--- src/sv/gbc_fifo.sv ---
// ----------------------------------------------------------------------------
// gbc_fifo
// Small synchronous FIFO with occupancy count; depth is a power of two.
// ----------------------------------------------------------------------------
module gbc_fifo #(
  parameter int unsigned W     = 8,
  parameter int unsigned DEPTH = 4
) (
  input  logic                             clk,
  input  logic                             rst,
  input  logic                             push,
  input  logic [W-1:0]                     din,
  input  logic                             pop,
  output logic [W-1:0]                     dout,
  output logic                             full,
  output logic                             empty,
  output logic [$clog2(DEPTH+1)-1:0]       count
);

  localparam int unsigned AW = $clog2(DEPTH);
  localparam int unsigned CNW = $clog2(DEPTH + 1);

  logic [W-1:0]  mem [DEPTH];
  logic [AW-1:0] wr_ptr;
  logic [AW-1:0] rd_ptr;

  assign full  = (count == CNW'(DEPTH));
  assign empty = (count == '0);
  assign dout  = mem[rd_ptr];

  always_ff @(posedge clk) begin
    if (rst) begin
      wr_ptr <= '0;
      rd_ptr <= '0;
      count  <= '0;
    end else begin
      if (push) begin
        wr_ptr <= wr_ptr + AW'(1);
      end
      if (pop) begin
        rd_ptr <= rd_ptr + AW'(1);
      end
      if (push && !pop) begin
        count <= count + CNW'(1);
      end else if (pop && !push) begin
        count <= count - CNW'(1);
      end
    end
  end

  always_ff @(posedge clk) begin
    if (push) begin
      mem[wr_ptr] <= din;
    end
  end

endmodule

--- config.mk ---
export PLATFORM = sky130hd
export DESIGN_NAME = gbc_fifo
export DESIGN_NICKNAME = d
export VERILOG_FILES = /design/src/sv/gbc_fifo.sv
export SDC_FILE = /design/constraint.sdc
export NUM_CORES = 1
export LEC_CHECK = 0
export BUFFER_PORTS_ARGS = -buffer_cell sky130_fd_sc_hd__clkbuf_2
export CAP_MARGIN = 5
export CORE_UTILIZATION = 35
export CTS_CLUSTER_DIAMETER = 80
export DETAILED_ROUTE_END_ITERATION = 8
export PLACE_DENSITY = 0.54
export SETUP_SLACK_MARGIN = 0.1
export SLEW_MARGIN = 5
export SYNTH_ARGS = -nofsm -noshare
export SYNTH_HDL_FRONTEND = slang
export SYNTH_SLANG_ARGS = --single-unit
export TNS_END_PERCENT = 5
--- constraint.sdc ---
create_clock -name clk -period 2.1 [get_ports clk]
set_input_delay 0.105 -clock clk [delete_from_list [all_inputs] [get_ports clk]]
set_output_delay 0.105 -clock clk [all_outputs]
set_load 0.005 [all_outputs]
==> impl_metrics.prom <==
# TYPE chip_impl_metric gauge
chip_impl_metric{name="yosysSeqAreaShare",unit=""} 0.719
chip_impl_metric{name="grt_overflow_total",unit=""} 0
chip_impl_metric{name="grt_max_degree",unit=""} 14
chip_impl_metric{name="ctsResizeCount",unit=""} 0
chip_impl_info{name="cts_tree",value="yes"} 1
chip_impl_metric{name="cts_setup_buffers",unit=""} 0
chip_impl_metric{name="slew_violations",unit=""} 0
chip_impl_metric{name="maxClockFrequency",unit="MHz"} 635
chip_impl_metric{name="ys.warnings.count",unit=""} 0
chip_impl_metric{name="antennaDiodeCount",unit=""} 0
chip_impl_metric{name="first_global_vias",unit=""} 895
chip_impl_metric{name="grt.total_usage",unit=""} 0.122
chip_impl_metric{name="postLayoutCellArea",unit="mm^2"} 0.00185
chip_impl_metric{name="num-nets-final",unit=""} 133
chip_impl_metric{name="synthesis.instances",unit=""} 86
chip_impl_metric{name="layout.area.seq",unit="mm^2"} 0.00114
chip_impl_info{name="synth_flop_cell",value="sky130_fd_sc_hd__edfxtp_1"} 1
chip_impl_metric{name="power_density",unit="mW/mm^2"} 900
chip_impl_metric{name="coreArea",unit="mm^2"} 0.00435
chip_impl_info{name="cp_slowest_cell",value="sky130_fd_sc_hd__mux4_2"} 1
chip_impl_info{name="synth.area.top_cells",value="sky130_fd_sc_hd__edfxtp_1 (61%), sky130_fd_sc_hd__dfxtp_1 (11%), sky130_fd_sc_hd__mux4_2 (11%)"} 1
chip_impl_metric{name="ctsLongestPathBuffers",unit=""} 2
chip_impl_metric{name="edff_count_synth",unit=""} 32
chip_impl_metric{name="post-route-worst-setup-slack",unit="ps"} 524
chip_impl_metric{name="cp_data_arrival_time",unit="ps"} 1470
chip_impl_info{name="synth.most_common_cell",value="sky130_fd_sc_hd__edfxtp_1"} 1
chip_impl_metric{name="multi_input_area",unit="um^2"} 410
chip_impl_info{name="status",value="finished clean"} 1
chip_impl_info{name="synth_top_family_by_area",value="multiplexers"} 1
chip_impl_metric{name="post-route-period-util",unit=""} 0.750
chip_impl_metric{name="clk_latency",unit="ps"} 290
chip_impl_metric{name="post_layout_nonfiller_instances",unit=""} 168
chip_impl_metric{name="cap_viol_max_count",unit=""} 0
chip_impl_metric{name="count_of_input_and_output_buffers",unit=""} 24
chip_impl_metric{name="clk_sink_count",unit=""} 41
chip_impl_metric{name="placedInstanceArea",unit="mm^2"} 0.00176
chip_impl_metric{name="initialDrtViolationCount",unit=""} 20
chip_impl_info{name="synth_top_area_cell",value="sky130_fd_sc_hd__edfxtp_1"} 1
chip_impl_metric{name="drive_gt1_frac",unit=""} 0.353
chip_impl_metric{name="worstPathRequired",unit="ps"} 2000
chip_impl_metric{name="syn-cell-area",unit="mm^2"} 0.00159
chip_impl_metric{name="vdd.ir_drop.worst",unit="mV"} 0.329
chip_impl_metric{name="finalSetupViolCount",unit=""} 0
chip_impl_metric{name="avgRoutedWirePerCell",unit="um"} 15.4
chip_impl_metric{name="detail_route.first_pass.iterations",unit=""} 4
chip_impl_metric{name="synth-seq-cells",unit=""} 41
chip_impl_metric{name="areaGrowthSynthToFinish",unit="%"} 16.3
chip_impl_metric{name="fp.dieW",unit="um"} 69.3
chip_impl_metric{name="dieArea",unit="mm^2"} 0.00481
chip_impl_info{name="hold_path.class",value="primary input to register"} 1
chip_impl_metric{name="post_synth_xor_area_fraction",unit=""} 0.0276
chip_impl_metric{name="detailroute.via_count",unit=""} 802
chip_impl_metric{name="post_synth_num_cell_types",unit=""} 20
chip_impl_metric{name="total_routed_wirelength",unit="mm"} 2.59
chip_impl_metric{name="power_leakage",unit="nW"} 0.685
chip_impl_info{name="rsz0062_at_grt",value="false"} 1
chip_impl_metric{name="antenna_violating_nets_post_route",unit=""} 0
chip_impl_metric{name="grt_antenna_before_repair",unit=""} 0
chip_impl_metric{name="timing_hold_violations_final",unit=""} 0
chip_impl_metric{name="pin_count",unit=""} 25
chip_impl_metric{name="r2r_cells",unit=""} 4
chip_impl_metric{name="fill_cells",unit=""} 398
chip_impl_metric{name="yosysTopAreaCellShare",unit=""} 0.606
chip_impl_metric{name="dpl_worst_slack",unit="ps"} 495
chip_impl_metric{name="start_util",unit=""} 0.364
chip_impl_info{name="critical_path_startpoint_category",value="register"} 1
chip_impl_info{name="cts-root-buf",value="sky130_fd_sc_hd__clkbuf_8"} 1
chip_impl_info{name="delay_heaviest_family_cp",value="multiplexers"} 1
chip_impl_metric{name="tns",unit="ps"} 0
chip_impl_metric{name="max_stage_delay",unit="ps"} 530
chip_impl_metric{name="hold_path_depth",unit=""} 1
chip_impl_metric{name="synthSimpleGateAreaFrac",unit=""} 0.0465
chip_impl_metric{name="synth_async_sr_flop_share",unit=""} 0
chip_impl_metric{name="htreeDepth",unit=""} 2
chip_impl_metric{name="finalWorstPathRequiredPeriod",unit="ps"} 1580
chip_impl_metric{name="die_height",unit="um"} 69.3
chip_impl_metric{name="finalPower",unit="mW"} 1.66
chip_impl_metric{name="critPathMaxFanout",unit=""} 8
chip_impl_metric{name="hold_slack",unit="ps"} 30.1
chip_impl_info{name="critical_path.cell_chain",value="buf_4 -> mux4_2 -> clkbuf_2"} 1
chip_impl_metric{name="grt_first_pass_wirelength",unit="mm"} 4.23
chip_impl_info{name="endpoint_class_of_the_critical_path",value="output port"} 1
chip_impl_metric{name="tritoncts.num_buffers",unit=""} 5
chip_impl_metric{name="crit_buf_inv",unit=""} 2
chip_impl_info{name="path_class",value="register to output port"} 1
chip_impl_metric{name="gp_congestion",unit=""} 0.611
chip_impl_metric{name="via_per_inst",unit=""} 4.77
chip_impl_metric{name="timing.slew.headroom",unit=""} 0.686
chip_impl_metric{name="utilization",unit=""} 0.424
chip_impl_metric{name="synthAdderAreaFrac",unit=""} 0.0521
chip_impl_metric{name="floorplan.rows",unit=""} 24
chip_impl_metric{name="syn-mean-instance-area",unit="um^2"} 18.4
chip_impl_metric{name="tightest_slew",unit="ps"} 471
chip_impl_info{name="synth.top_cells.by_count",value="sky130_fd_sc_hd__edfxtp_1 (32), sky130_fd_sc_hd__dfxtp_1 (9), sky130_fd_sc_hd__mux4_2 (8), sky130_fd_sc_hd__nor2_1 (7), sky130_fd_sc_hd__ha_1 (5)"} 1
chip_impl_metric{name="placed_cells_incl_taps",unit=""} 160
chip_impl_metric{name="clock_skew",unit="ps"} 7.90
chip_impl_metric{name="clk_pin_slew",unit="ps"} 80
chip_impl_metric{name="instance_count_on_the_critical_path",unit=""} 3
chip_impl_metric{name="mappedNetlistNets",unit=""} 104
chip_impl_metric{name="route.detailed.drc",unit=""} 0
chip_impl_metric{name="ctsHoldBuffers",unit=""} 0
chip_impl_metric{name="share_of_synthesized_area_spent_on_multiplexers",unit=""} 0.126
chip_impl_metric{name="synth_compound_gate_area_share",unit=""} 0.00631
-- worst paths after layout --
path / from / to / slack [ps]
worst max register to register: count[0]$_SDFFE_PP0P_ / count[2]$_SDFFE_PP0P_ / 610
worst min register to register: rd_ptr[1]$_SDFFE_PP0P_ / rd_ptr[1]$_SDFFE_PP0P_ / 530
worst max-delay path: register / dout[5] / 520
worst min-delay path: din[6] / mem[0][6]$_DFFE_PP_ / 30
-- registers in the layout (all words and copies together) (netlist names), named ones only --
name / flops
mem: 32
count: 3
rd_ptr: 2
wr_ptr: 2
-- cell usage in the layout (no fill, tap or decap), drive strengths merged --
cell type,instances
o21ai,1
and2,4
fa,1
a21oi,1
inv,4
nand2,1
mux4,8
xor2,3
mux2i,2
nor2,7
clkinvlp,1
clkinv,2
nor3b,1
ha,5
or3,1
xnor2,2
clkbuf,29
nor3,1
dfxtp,9
buf,1
edfxtp,32
-- cells by family (layout without fill, tap and decap cells) --
kind of cell | Yosys count | count (layout)
adders and majority gates | 6 | 6
buffers and inverters | 7 | 37
AOI/OAI and AO/OA | 2 | 2
DFF | 41 | 41
muxes | 10 | 10
xor gates and xnor gates | 5 | 5
and+or+nand+nor | 15 | 15
-- layer usage --
layer | up-vias | routed length (um) | global-route usage
met5 | - | 0 | 0
met4 | 0 | 56 | 0.0612
met3 | 5 | 140 | 0.0480
met2 | 24 | 1330 | 0.205
met1 | 396 | 1060 | 0.134
li1 | 377 | - | -
-- power by group --
part	switching [mW]	internal, mW
clock	0.271	0.229
combinational	0.0951	0.107
sequential	0.0330	0.926
-- final cells by class --
class                      count  share of cell area
timing repair buffer          25              0.0692
multi-input combinational     38               0.222
tap                           52              0.0353
inverter                       4             0.00814
clock buffer                   5              0.0373
clock inverter                 3             0.00949
sequential                    41               0.618
No activity file was read; power rests on OpenSTA's default activity.
