$ cat config.mk
export PLATFORM = sky130hd
export DESIGN_NAME = gbc_front
export DESIGN_NICKNAME = d
export VERILOG_FILES = /design/src/sv/gbc_pkg.sv /design/src/sv/gbc_front.sv
export SDC_FILE = /design/constraint.sdc
export NUM_CORES = 1
export LEC_CHECK = 0
export BUFFER_PORTS_ARGS = -buffer_cell sky130_fd_sc_hd__buf_2
export CAP_MARGIN = 5
export CELL_PAD_IN_SITES_DETAIL_PLACEMENT = 1
export CELL_PAD_IN_SITES_GLOBAL_PLACEMENT = 2
export CORE_MARGIN = 10
export CORE_UTILIZATION = 35
export CTS_BUF_LIST = sky130_fd_sc_hd__clkbuf_16
export CTS_CLUSTER_DIAMETER = 120
export DETAILED_ROUTE_END_ITERATION = 7
export GPL_ROUTABILITY_DRIVEN = 0
export PLACE_DENSITY = 0.81
export SYNTH_ARGS = -nofsm -noshare
export SYNTH_HDL_FRONTEND = slang
export SYNTH_SLANG_ARGS = --single-unit
$ cat constraint.sdc
create_clock -name clk -period 3.9 [get_ports clk]
set_clock_uncertainty 0.2 [all_clocks]
set_input_delay 0.585 -clock clk [delete_from_list [all_inputs] [get_ports clk]]
set_output_delay 0.585 -clock clk [all_outputs]
set_load 0.01 [all_outputs]
$ cat src/sv/gbc_pkg.sv
// ----------------------------------------------------------------------------
// gbc_pkg
// Shared types and constants for the clamped 3x3 Gaussian blur.
// ----------------------------------------------------------------------------
package gbc_pkg;

  localparam int unsigned WIDTH_RESET  = 640;
  localparam int unsigned HEIGHT_RESET = 480;
  localparam int unsigned CFG_DATA_W   = 13;
  localparam int unsigned OP_DEPTH     = 4;
  localparam int unsigned OUT_DEPTH    = 4;
  localparam int unsigned OUT_CNT_W    = 3;
  localparam int unsigned RES_W        = 9;

  typedef enum logic [0:0] {
    REG_IMAGE_WIDTH  = 1'b0,
    REG_IMAGE_HEIGHT = 1'b1
  } cfg_reg_t;

  typedef enum logic [1:0] {
    BM_NORMAL = 2'd0,
    BM_LEFT   = 2'd1,
    BM_RIGHT  = 2'd2,
    BM_ALL2   = 2'd3
  } blur_mode_t;

  typedef struct packed {
    logic       flush;
    logic       r0;
    logic       r1;
    logic       emit;
    logic       last;
    blur_mode_t mode;
    logic [7:0] pix;
  } op_ctl_t;

  localparam int unsigned OP_CTL_W = $bits(op_ctl_t);

  function automatic logic [9:0] col_sum(input logic [7:0] t, input logic [7:0] m,
                                         input logic [7:0] b);
    col_sum = {2'b00, t} + {1'b0, m, 1'b0} + {2'b00, b};
  endfunction

endpackage

$ cat src/sv/gbc_front.sv
// ----------------------------------------------------------------------------
// gbc_front
// Accepts items, tracks frame position and classifies each step for the back.
// ----------------------------------------------------------------------------
module gbc_front import gbc_pkg::*; #(
  parameter int unsigned MAX_WIDTH  = 1024,
  parameter int unsigned MAX_HEIGHT = 4096,
  parameter int unsigned CW         = 10,
  parameter int unsigned RW         = 13
) (
  input  logic                  clk,
  input  logic                  rst,
  input  logic                  in_valid,
  output logic                  in_ready,
  input  logic                  cmd,
  input  logic [7:0]            pixel_in,
  input  logic                  cfg_valid,
  input  logic [0:0]            cfg_index,
  input  logic [CFG_DATA_W-1:0] cfg_data,
  input  logic                  q_full,
  output logic                  q_push,
  output logic [CW-1:0]         q_col,
  output op_ctl_t               q_ctl
);

  function automatic logic [31:0] clamp_m1(input logic [31:0] v, input logic [31:0] mx);
    if (v == 32'd0) begin
      clamp_m1 = 32'd0;
    end else if (v > mx) begin
      clamp_m1 = mx - 32'd1;
    end else begin
      clamp_m1 = v - 32'd1;
    end
  endfunction

  logic [CW-1:0] wm1;
  logic [RW-1:0] hm1;
  logic [CW-1:0] in_column;
  logic [RW-1:0] in_row;
  logic [CW-1:0] out_column;
  logic [RW-1:0] out_row;

  logic row_done;
  logic r0;
  logic r1;
  logic col0;
  logic dbl_case;
  logic step_ok;
  logic emit;
  logic last;
  blur_mode_t mode;

  assign row_done = (in_row > hm1);
  assign r0       = (in_row == '0);
  assign r1       = (in_row == RW'(1));
  assign col0     = (in_column == '0);
  assign dbl_case = cmd && row_done && r1 && col0;
  assign step_ok  = cmd ? row_done : !row_done;
  assign emit     = (!r0 && !r1) || (r1 && !col0);
  assign last     = emit && (out_row == hm1) && (out_column == wm1);

  always_comb begin
    if (col0) begin
      mode = (wm1 != '0) ? BM_RIGHT : BM_ALL2;
    end else if (in_column == CW'(1)) begin
      mode = BM_LEFT;
    end else begin
      mode = BM_NORMAL;
    end
  end

  assign in_ready = !q_full && !dbl_case;
  assign q_push   = in_valid && !q_full && step_ok;
  assign q_col    = in_column;

  always_comb begin
    q_ctl.flush = cmd;
    q_ctl.r0    = r0;
    q_ctl.r1    = r1;
    q_ctl.emit  = emit;
    q_ctl.last  = last;
    q_ctl.mode  = mode;
    q_ctl.pix   = pixel_in;
  end

  always_ff @(posedge clk) begin
    if (rst) begin
      wm1        <= CW'(clamp_m1(32'(WIDTH_RESET), 32'(MAX_WIDTH)));
      hm1        <= RW'(clamp_m1(32'(HEIGHT_RESET), 32'(MAX_HEIGHT)));
      in_column  <= '0;
      in_row     <= '0;
      out_column <= '0;
      out_row    <= '0;
    end else if (cfg_valid) begin
      unique case (cfg_reg_t'(cfg_index))
        REG_IMAGE_WIDTH: begin
          wm1 <= CW'(clamp_m1(32'(cfg_data[10:0]), 32'(MAX_WIDTH)));
        end
        REG_IMAGE_HEIGHT: begin
          hm1 <= RW'(clamp_m1(32'(cfg_data[12:0]), 32'(MAX_HEIGHT)));
        end
        default: begin
        end
      endcase
      in_column  <= '0;
      in_row     <= '0;
      out_column <= '0;
      out_row    <= '0;
    end else if (q_push) begin
      if (last) begin
        in_column  <= '0;
        in_row     <= '0;
        out_column <= '0;
        out_row    <= '0;
      end else begin
        if (in_column == wm1) begin
          in_column <= '0;
          in_row    <= in_row + RW'(1);
        end else begin
          in_column <= in_column + CW'(1);
        end
        if (emit) begin
          if (out_column == wm1) begin
            out_column <= '0;
            out_row    <= out_row + RW'(1);
          end else begin
            out_column <= out_column + CW'(1);
          end
        end
      end
    end
  end

endmodule

==> results of run 1 <==
cells in the mapped netlist (6+ instances only):
master    instances
nand3_1          21
nand4_1          18
buf_4            15
dfxtp_1          69
and2_1            6
and4_1            7
ha_1             23
nand2_1          41
nor4_1           17
xnor2_1          37
clkbuf_1         10
o21ai_0          15
buf_2             7
nor2b_1           8
inv_1            26
and3_1           10
a21oi_1          24
xor2_1           35
nor2_1           62
nor3_1           15
nand2b_1          7
flip-flops by register name, indices dropped and copies added, names as in the netlist:
register	count
in_row	13
out_row	13
q_col	10
wm1	10
hm1	13
out_column	10
worst max-delay path by stage:
stage,cells past startpoint,to,slack (ns)
floorplan,16,in_row[1],0.48
global placement,15,in_row[8],0.35
detailed placement,15,in_row[5],0.12
CTS,13,q_push,0.008
global route,13,q_push,-0.005
finish,13,q_push,0.13
final cells by class:
class                           instances  area share, %
Sequential cell                        69          27.47
Timing Repair Buffer                   50          5.707
Clock inverter                          7          1.315
Multi-Input combinational cell        412          54.86
Clock buffer                            9          4.466
Inverter                               27          2.010
Tap cell                              168          4.169
cell families (layout without fill, tap and decap cells):
logic type	after synthesis	after routing	share of synthesized area (%)
AO/OA/AOI/OAI	81	81	12.28
flip-flops	69	69	31.31
adder cells (fa/ha/maj)	25	25	6.977
buffers and inverters	59	93	6.495
XOR/XNOR	72	72	14.29
multiplexers	4	4	0.9076
AND/OR/NAND/NOR	230	230	27.74
timing repair:
| action | 4_1_cts | 5_1_grt |
|---|---|---|
| pin swaps | 0 | 2 |
| gates resized for setup | 3 | 7 |
| setup endpoints to repair | 1 | 4 |
power breakdown:
| part | internal [mW] | leakage (nW) | switching, mW |
|---|---|---|---|
| clock network | 0.491 | 0.141 | 0.328 |
| logic | 0.0557 | 1.26 | 0.0815 |
| registers | 0.721 | 0.560 | 0.0231 |
per-layer routing:
layer / routed length (um) / track usage [%] / up-vias / share of wire [%]
met1: 6470 / 19.63 / 1957 / 49
li1: - / - / 1948 / -
met2: 5937 / 23.90 / 72 / 45
met3: 502 / 3.163 / 16 / 3.8
met5: 0 / 0 / - / 0
met4: 231 / 5.746 / 0 / 1.8
==> results_dict.tcl, run 1 <==
set metrics [dict create \
    reg2reg_slack_ns 0.31 \
    numClockSinks 69 \
    irDropWorstVdd_mv 0.1646 \
    fin_crit_ns 3.775 \
    cts_buffers 9 \
    clk_pin_slew_ns 0.06 \
    hold_start "hm1[1]" \
    power.leakage_nw 1.964 \
    place_ws_ns 0.1214 \
    crit_slowest_cell "or3b_4" \
    r2r_end "in_row[10]" \
    coreArea_sq_um 12160 \
    post_cts_buffers 0 \
    finalMaxSlewViolations 0 \
    worst_setup_path_start_kind "register" \
    dr_total_vias 3993 \
    critPathTopFamily "compound AO/OA/AOI/OAI gates" \
    path_cells "inv_1, ha_4, nor2b_1, o21a_1, o21a_1, o21ai_1, a21oi_1, o21a_1, ha_1, or3b_4, inv_2, buf_8, buf_2" \
    setup_viol 0 \
    path_max_fanout 11 \
    synth_edf_count 0 \
    first_pass_iters 4 \
    synth_area_leaders "dfxtp_1, xnor2_1, xor2_1" \
    relSlewSlack_pct 60.22 \
    overflow 0 \
    hold_slack_ns 0.3195 \
    grt_pass1_vias 4121 \
    drv_cap 0 \
    post-route-util_pct 41.46 \
    num_rows 40 \
    wl_per_cell_um 17.71 \
    grt_usage_pct 15.11 \
    syn_nets 591 \
    yosys.area.top_type "dfxtp_1" \
    fin_nets 620 \
    avgViaCountPerCell 5.381 \
    fin_setup_tns_ns 0 \
    max_freq_mhz 264.9 \
    power.density_nw_per_um2 337.2 \
    antenna_found_initial 0 \
    cts-hold-fix-buffers 0 \
    postRouteAntennaNets 0 \
    hpwl_mm 10.19 \
    cp.arrival_ns 2.99 \
    die_area_sq_um 17500 \
    syn_avg_cell_area_sq_um 8.170 \
    hp-class "reg -> reg" \
    nFillCells 1496 \
    die-width_um 132.3 \
    layout_commonest_cell "dfxtp_1" \
    h-tree-depth 3 \
    ys_ff_latch 69 \
    syn_inst 540 \
    path_common_cell "o21a_1" \
    p_total_mw 1.700 \
    area_growth_syn_to_layout_pct 14.29 \
    cp-end-kind "primary output" \
    ys_async_sr_fraction_pct 0 \
    cts_tree "done" \
    grt_max_degree 26 \
    synth_area_sq_um 4412 \
    dpl-instance-area_sq_um 4717 \
    cts.path.max_buffers 2 \
    stdcell_count 742 \
    drive_above_1_share_pct 14.81 \
    ys_warn_count 0 \
    stdcell_area_sq_um 5042 \
    grt_first_pass_wirelength_mm 21.76 \
    drc 0 \
    place_inst 726 \
    num_antenna_cells 0 \
    critPathKind "reg -> out" \
    cp_num_buf_inv 4 \
    most-common-layout-cells "dfxtp_1, nor2_1, nand2_1" \
    fin_crit_sh_pct 96.79 \
    fp.dieH_um 132.3 \
    io_pins 55 \
    final-hold-violation-count 0 \
    portBuffers 38 \
    r2r_cells 15 \
    status "completed" \
    routed_wl_mm 13.14 \
    fin_ws_ns 0.1253 \
    seq_area_sq_um 1385 \
    reg2reg_from "hm1[1]" \
    holdPathStages 1 \
    hold-path-endpoint "hm1[1]" \
    multiInputGateArea_sq_um 2766 \
    cts_root_buffer "clkbuf_16" \
    synth.yosys.seq_area_share_pct 31.31 \
    critPathLaunch "hm1[1]" \
    start_util_pct 36.28 \
    worst_pin_slew_ns 0.5945 \
    synth_top_cell_area_share_pct 31.31 \
    critPathMaxStageDelay_ns 0.43 \
    drt_iter0_drc 217 \
    ys_dominant_reg_cell "dfxtp_1" \
    crit_required_ns 3.12 \
    worst_skew_pair.late_latency_ns 0.34 \
    synthDistinctLibCells 52 \
]
No activity file was read; power rests on OpenSTA's default activity.
==> run 2: changes to the inputs <==
--- a/config.mk
+++ b/config.mk
@@ -9,13 +9,12 @@
 export CAP_MARGIN = 5
 export CELL_PAD_IN_SITES_DETAIL_PLACEMENT = 1
 export CELL_PAD_IN_SITES_GLOBAL_PLACEMENT = 2
-export CORE_MARGIN = 10
 export CORE_UTILIZATION = 35
 export CTS_BUF_LIST = sky130_fd_sc_hd__clkbuf_16
 export CTS_CLUSTER_DIAMETER = 120
 export DETAILED_ROUTE_END_ITERATION = 7
 export GPL_ROUTABILITY_DRIVEN = 0
-export PLACE_DENSITY = 0.81
+export PLACE_DENSITY = 0.89
 export SYNTH_ARGS = -nofsm -noshare
 export SYNTH_HDL_FRONTEND = slang
 export SYNTH_SLANG_ARGS = --single-unit
==> results_dict.tcl, run 2 (synthesis results as in run 1) <==
set metrics [dict create \
    status "completed" \
    critPathLaunch "hm1[1]" \
    crit_required_ns 3.12 \
    avgViaCountPerCell 5.301 \
    drive_above_1_share_pct 14.29 \
    worst_pin_slew_ns 0.9082 \
    start_util_pct 36.28 \
    irDropWorstVdd_mv 0.2270 \
    wl_per_cell_um 17.07 \
    antenna_found_initial 0 \
    h-tree-depth 3 \
    post-route-util_pct 41.16 \
    die-width_um 114.3 \
    grt_max_degree 26 \
    path_cells "inv_1, ha_1, nor2b_1, o21a_1, o21a_1, o21ai_1, a21oi_1, o21a_1, ha_1, or3b_4, inv_4, buf_8, buf_2" \
    critPathMaxStageDelay_ns 0.46 \
    path_common_cell "o21a_1" \
    relSlewSlack_pct 39.45 \
    drt_iter0_drc 223 \
    num_rows 40 \
    reg2reg_from "hm1[1]" \
    multiInputGateArea_sq_um 2756 \
    numClockSinks 69 \
    drv_cap 0 \
    io_pins 55 \
    hp-class "reg -> reg" \
    fin_crit_sh_pct 96.85 \
    fin_nets 621 \
    layout_commonest_cell "dfxtp_1" \
    finalMaxSlewViolations 0 \
    cts_root_buffer "clkbuf_16" \
    cp-end-kind "primary output" \
    path_max_fanout 11 \
    drc 0 \
    first_pass_iters 5 \
    cts_buffers 9 \
    worst_setup_path_start_kind "register" \
    power.density_nw_per_um2 321.7 \
    nFillCells 1493 \
    cts.path.max_buffers 2 \
    area_growth_syn_to_layout_pct 13.47 \
    fin_crit_ns 3.777 \
    cp.arrival_ns 2.99 \
    grt_usage_pct 20.82 \
    seq_area_sq_um 1383 \
    critPathKind "reg -> out" \
    coreArea_sq_um 12160 \
    hold_slack_ns 0.3140 \
    portBuffers 38 \
    worst_skew_pair.late_latency_ns 0.34 \
    num_antenna_cells 0 \
    crit_slowest_cell "or3b_4" \
    max_freq_mhz 264.8 \
    stdcell_count 742 \
    place_inst 726 \
    fp.dieH_um 114.3 \
    grt_pass1_vias 4021 \
    fin_setup_tns_ns 0 \
    final-hold-violation-count 0 \
    cts_tree "done" \
    hold_start "hm1[1]" \
    postRouteAntennaNets 0 \
    grt_setup_unrepaired "false" \
    largestRegisters "hm1 x13, in_row x13, out_row x13" \
    hpwl_mm 9.802 \
    overflow 0 \
    dr_total_vias 3933 \
    most-common-layout-cells "dfxtp_1, nor2_1, nand2_1" \
    power.leakage_nw 1.955 \
    grt_first_pass_wirelength_mm 20.86 \
    clk_pin_slew_ns 0.05 \
    p_total_mw 1.610 \
    setup_viol 0 \
    routed_wl_mm 12.66 \
    die_area_sq_um 13060 \
]
run 2: metrics by stage:
step	setup WS, ns	instance area (sq um)
final	0.1229	5006
after global routing	0.004782	5006
after CTS	0.01715	4981
after detailed placement	0.08442	4717
after global placement	0.2004	4717
after floorplan	0.4823	4412
run 2: power by group:
group          internal, mW  switching [mW]  leakage, nW
clock                 0.419           0.310        0.126
combinational        0.0562          0.0812         1.27
sequential            0.721          0.0231        0.560
total                  1.20           0.415         1.96
run 2: timing repair:
item / in CTS / in global routing
setup endpoints to repair: 1 / 3
resized for setup: 2 / 6
setup buffers: 0 / 1
pin swaps: 0 / 1
hold buffers: 0 / 0
run 2: final cells by class:
type	instances	share of cell area [%]
clock buffer	9	4.499
clock inverter	6	0.6498
inverter	27	2.074
multi-input combinational	412	55.06
sequential	69	27.62
tap	168	4.199
timing repair buffer	51	5.899
run 2: final timing paths:
kind	to	slack, ns	depth (start not counted)
setup / recovery	q_push	0.12	13
setup reg to reg	in_row[8]	0.21	16
hold / removal	hm1[1]	0.31	1
hold reg to reg	hm1[1]	0.31	1
run 2: worst max-delay path, delay by kind of cell (launching register included):
kind | cells | cell delay [ns]
AOI/OAI and AO/OA | 5 | 0.71
adders and majority gates | 2 | 0.58
buffers and inverters | 4 | 0.41
DFF | 1 | 0.35
and+or+nand+nor | 2 | 0.59
run 2: routing by layer:
| layer | routed length (um) | global-route usage (%) | share of wire (%) | vias to the layer above |
|---|---|---|---|---|
| met2 | 5919 | 33.54 | 47 | 91 |
| li1 | - | - | - | 1944 |
| met5 | 0 | 0 | 0 | - |
| met1 | 6084 | 27.22 | 48 | 1884 |
| met4 | 176 | 7.273 | 1.4 | 0 |
| met3 | 483 | 4.817 | 3.8 | 14 |
==> run 3: changes to the inputs <==
==> config.mk (replaced) <==
export PLATFORM = sky130hd
export DESIGN_NAME = gbc_front
export DESIGN_NICKNAME = d
export VERILOG_FILES = /design/src/sv/gbc_pkg.sv /design/src/sv/gbc_front.sv
export SDC_FILE = /design/constraint.sdc
export NUM_CORES = 1
export LEC_CHECK = 0
export CAP_MARGIN = 5
export CELL_PAD_IN_SITES_DETAIL_PLACEMENT = 1
export CELL_PAD_IN_SITES_GLOBAL_PLACEMENT = 2
export CORE_UTILIZATION = 41
export CTS_BUF_LIST = sky130_fd_sc_hd__clkbuf_16
export CTS_CLUSTER_DIAMETER = 120
export DETAILED_ROUTE_END_ITERATION = 7
export DONT_BUFFER_PORTS = 1
export GPL_ROUTABILITY_DRIVEN = 0
export PLACE_DENSITY = 0.94
export SYNTH_ARGS = -nofsm -noshare
export SYNTH_HDL_FRONTEND = slang
export SYNTH_SLANG_ARGS = --single-unit
==> constraint.sdc (replaced) <==
create_clock -name clk -period 4.8 [get_ports clk]
set_clock_uncertainty 0.2 [all_clocks]
set_input_delay 0.72 -clock clk [delete_from_list [all_inputs] [get_ports clk]]
set_output_delay 0.72 -clock clk [all_outputs]
set_load 0.01 [all_outputs]
==> results_dict.tcl, run 3 (synthesis results as in run 1) <==
set metrics [dict create \
    grt_setup_unrepaired "false" \
    clk_pin_slew_ns 0.06 \
    wl_met3_um 505 \
    power.density_nw_per_um2 297.6 \
    wl_met2_mm 5.772 \
    antenna_found_initial 0 \
    fin_crit_ns 4.144 \
    wl_met1_mm 5.885 \
    cp-end-kind "register" \
    worst_setup_path_start_kind "register" \
    place_ws_ns 0.7401 \
    hold_start "rst" \
    nFillCells 1259 \
    irDropWorstVdd_mv 0.1528 \
    reg2reg_from "in_row[1]" \
    power.leakage_nw 1.758 \
    worst_pin_slew_ns 1.079 \
    crit_required_ns 4.82 \
    routed_wl_mm 12.41 \
    hp-class "in -> reg" \
    avgViaCountPerCell 5.799 \
    area_growth_syn_to_layout_pct 7.118 \
    hpwl_mm 9.388 \
    final-hold-violation-count 0 \
    critPathCapture "out_row[9]" \
    num_rows 37 \
    post-route-util_pct 45.57 \
    worst_skew_pair.late_latency_ns 0.34 \
    layout_commonest_cell "dfxtp_1" \
    relSlewSlack_pct 28.07 \
    status "completed" \
    num_antenna_cells 0 \
    grt_pass1_vias 3950 \
    place_inst 646 \
    drc 0 \
    critPathLaunch "in_row[1]" \
    drive_above_1_share_pct 5.703 \
    reg2reg_slack_ns 0.66 \
    fin_setup_tns_ns 0 \
    io_pins 55 \
    overflow 0 \
    most-common-layout-cells "dfxtp_1, nor2_1, nand2_1" \
    cts_resized 0 \
    cts_tree "done" \
    postRouteAntennaNets 0 \
    die-width_um 105.7 \
    start_util_pct 42.54 \
    p_total_mw 1.406 \
    finalMaxSlewViolations 0 \
    fin_ws_ns 0.6559 \
    grt_first_pass_wirelength_mm 20.19 \
    stdcell_count 662 \
    grt_max_degree 26 \
    fp.dieH_um 105.7 \
    numClockSinks 69 \
    cp.arrival_ns 4.17 \
    portBuffers 0 \
    cts-hold-fix-buffers 0 \
    fin_nets 572 \
    coreArea_sq_um 10370 \
    dr_total_vias 3839 \
    r2r_end "out_row[9]" \
    r2r_cells 14 \
    post_cts_buffers 0 \
    largestRegisters "hm1 x13, in_row x13, out_row x13" \
    h-tree-depth 3 \
    cts_buffers 9 \
    topRoutingLayerUsed "met4" \
    critPathKind "reg -> reg" \
    fin_crit_sh_pct 86.34 \
    cts_root_buffer "clkbuf_16" \
    die_area_sq_um 11180 \
    stdcell_area_sq_um 4726 \
    drv_cap 0 \
    wl_per_cell_um 18.75 \
    hold_slack_ns 0.2556 \
    first_pass_iters 4 \
    grt_usage_pct 23.16 \
    drt_iter0_drc 169 \
    path_max_fanout 24 \
    cts.path.max_buffers 2 \
    setup_viol 0 \
    max_freq_mhz 241.3 \
    dpl-instance-area_sq_um 4412 \
]
==> run 3: cell types whose count changed in the layout (fill, tap and decap cells not counted), sizes merged <==
cell and change:
buf -49, bufinv +2, clkinv -1, clkinvlp -1, inv +1
==> run 3: worst min-delay path by stage <==
stage / endpoint / slack (ns) / cells after the start
after global routing: hm1[5] / 0.23 / 1
after detailed placement: hm1[9] / 0.30 / 2
final: hm1[5] / 0.26 / 1
after global placement: hm1[9] / 0.29 / 2
after CTS: hm1[5] / 0.24 / 1
after floorplan: hm1[5] / 0.26 / 2
==> run 3: where the power goes <==
group          total (mW)  internal, mW  switching (mW)
logic              0.0877        0.0360          0.0517
registers           0.605         0.585          0.0196
clock network       0.714         0.452           0.262
total                1.41          1.07           0.333
==> run 3: layout make-up <==
class | count | area, sq um | area share [%]
tap | 136 | 170.2 | 3.601
sequential | 69 | 1381 | 29.23
multi-input combinational | 412 | 2744 | 58.06
timing repair buffer | 2 | 15.01 | 0.3177
clock buffer | 9 | 225.2 | 4.766
clock inverter | 7 | 88.84 | 1.880
inverter | 27 | 101.3 | 2.145
==> run 3: critical path, stage by stage, from the launching register on <==
cell	delay (ns)
dfxtp_1	0.47
ha_1	0.31
nor2b_1	0.14
o21a_1	0.16
o21a_1	0.16
o21ai_0	0.16
a21oi_1	0.09
o21a_1	0.22
ha_1	0.27
or3b_1	0.48
inv_2	0.28
o21ai_2	0.36
nor4_1	0.50
xnor2_1	0.17
nor2_1	0.05
==> run 3: layer usage <==
metal / global-route usage (%) / up-vias
met5: 0 / -
met4: 9.821 / 0
met3: 2.659 / 17
met2: 38.05 / 94
met1: 30.62 / 1880
li1: - / 1848
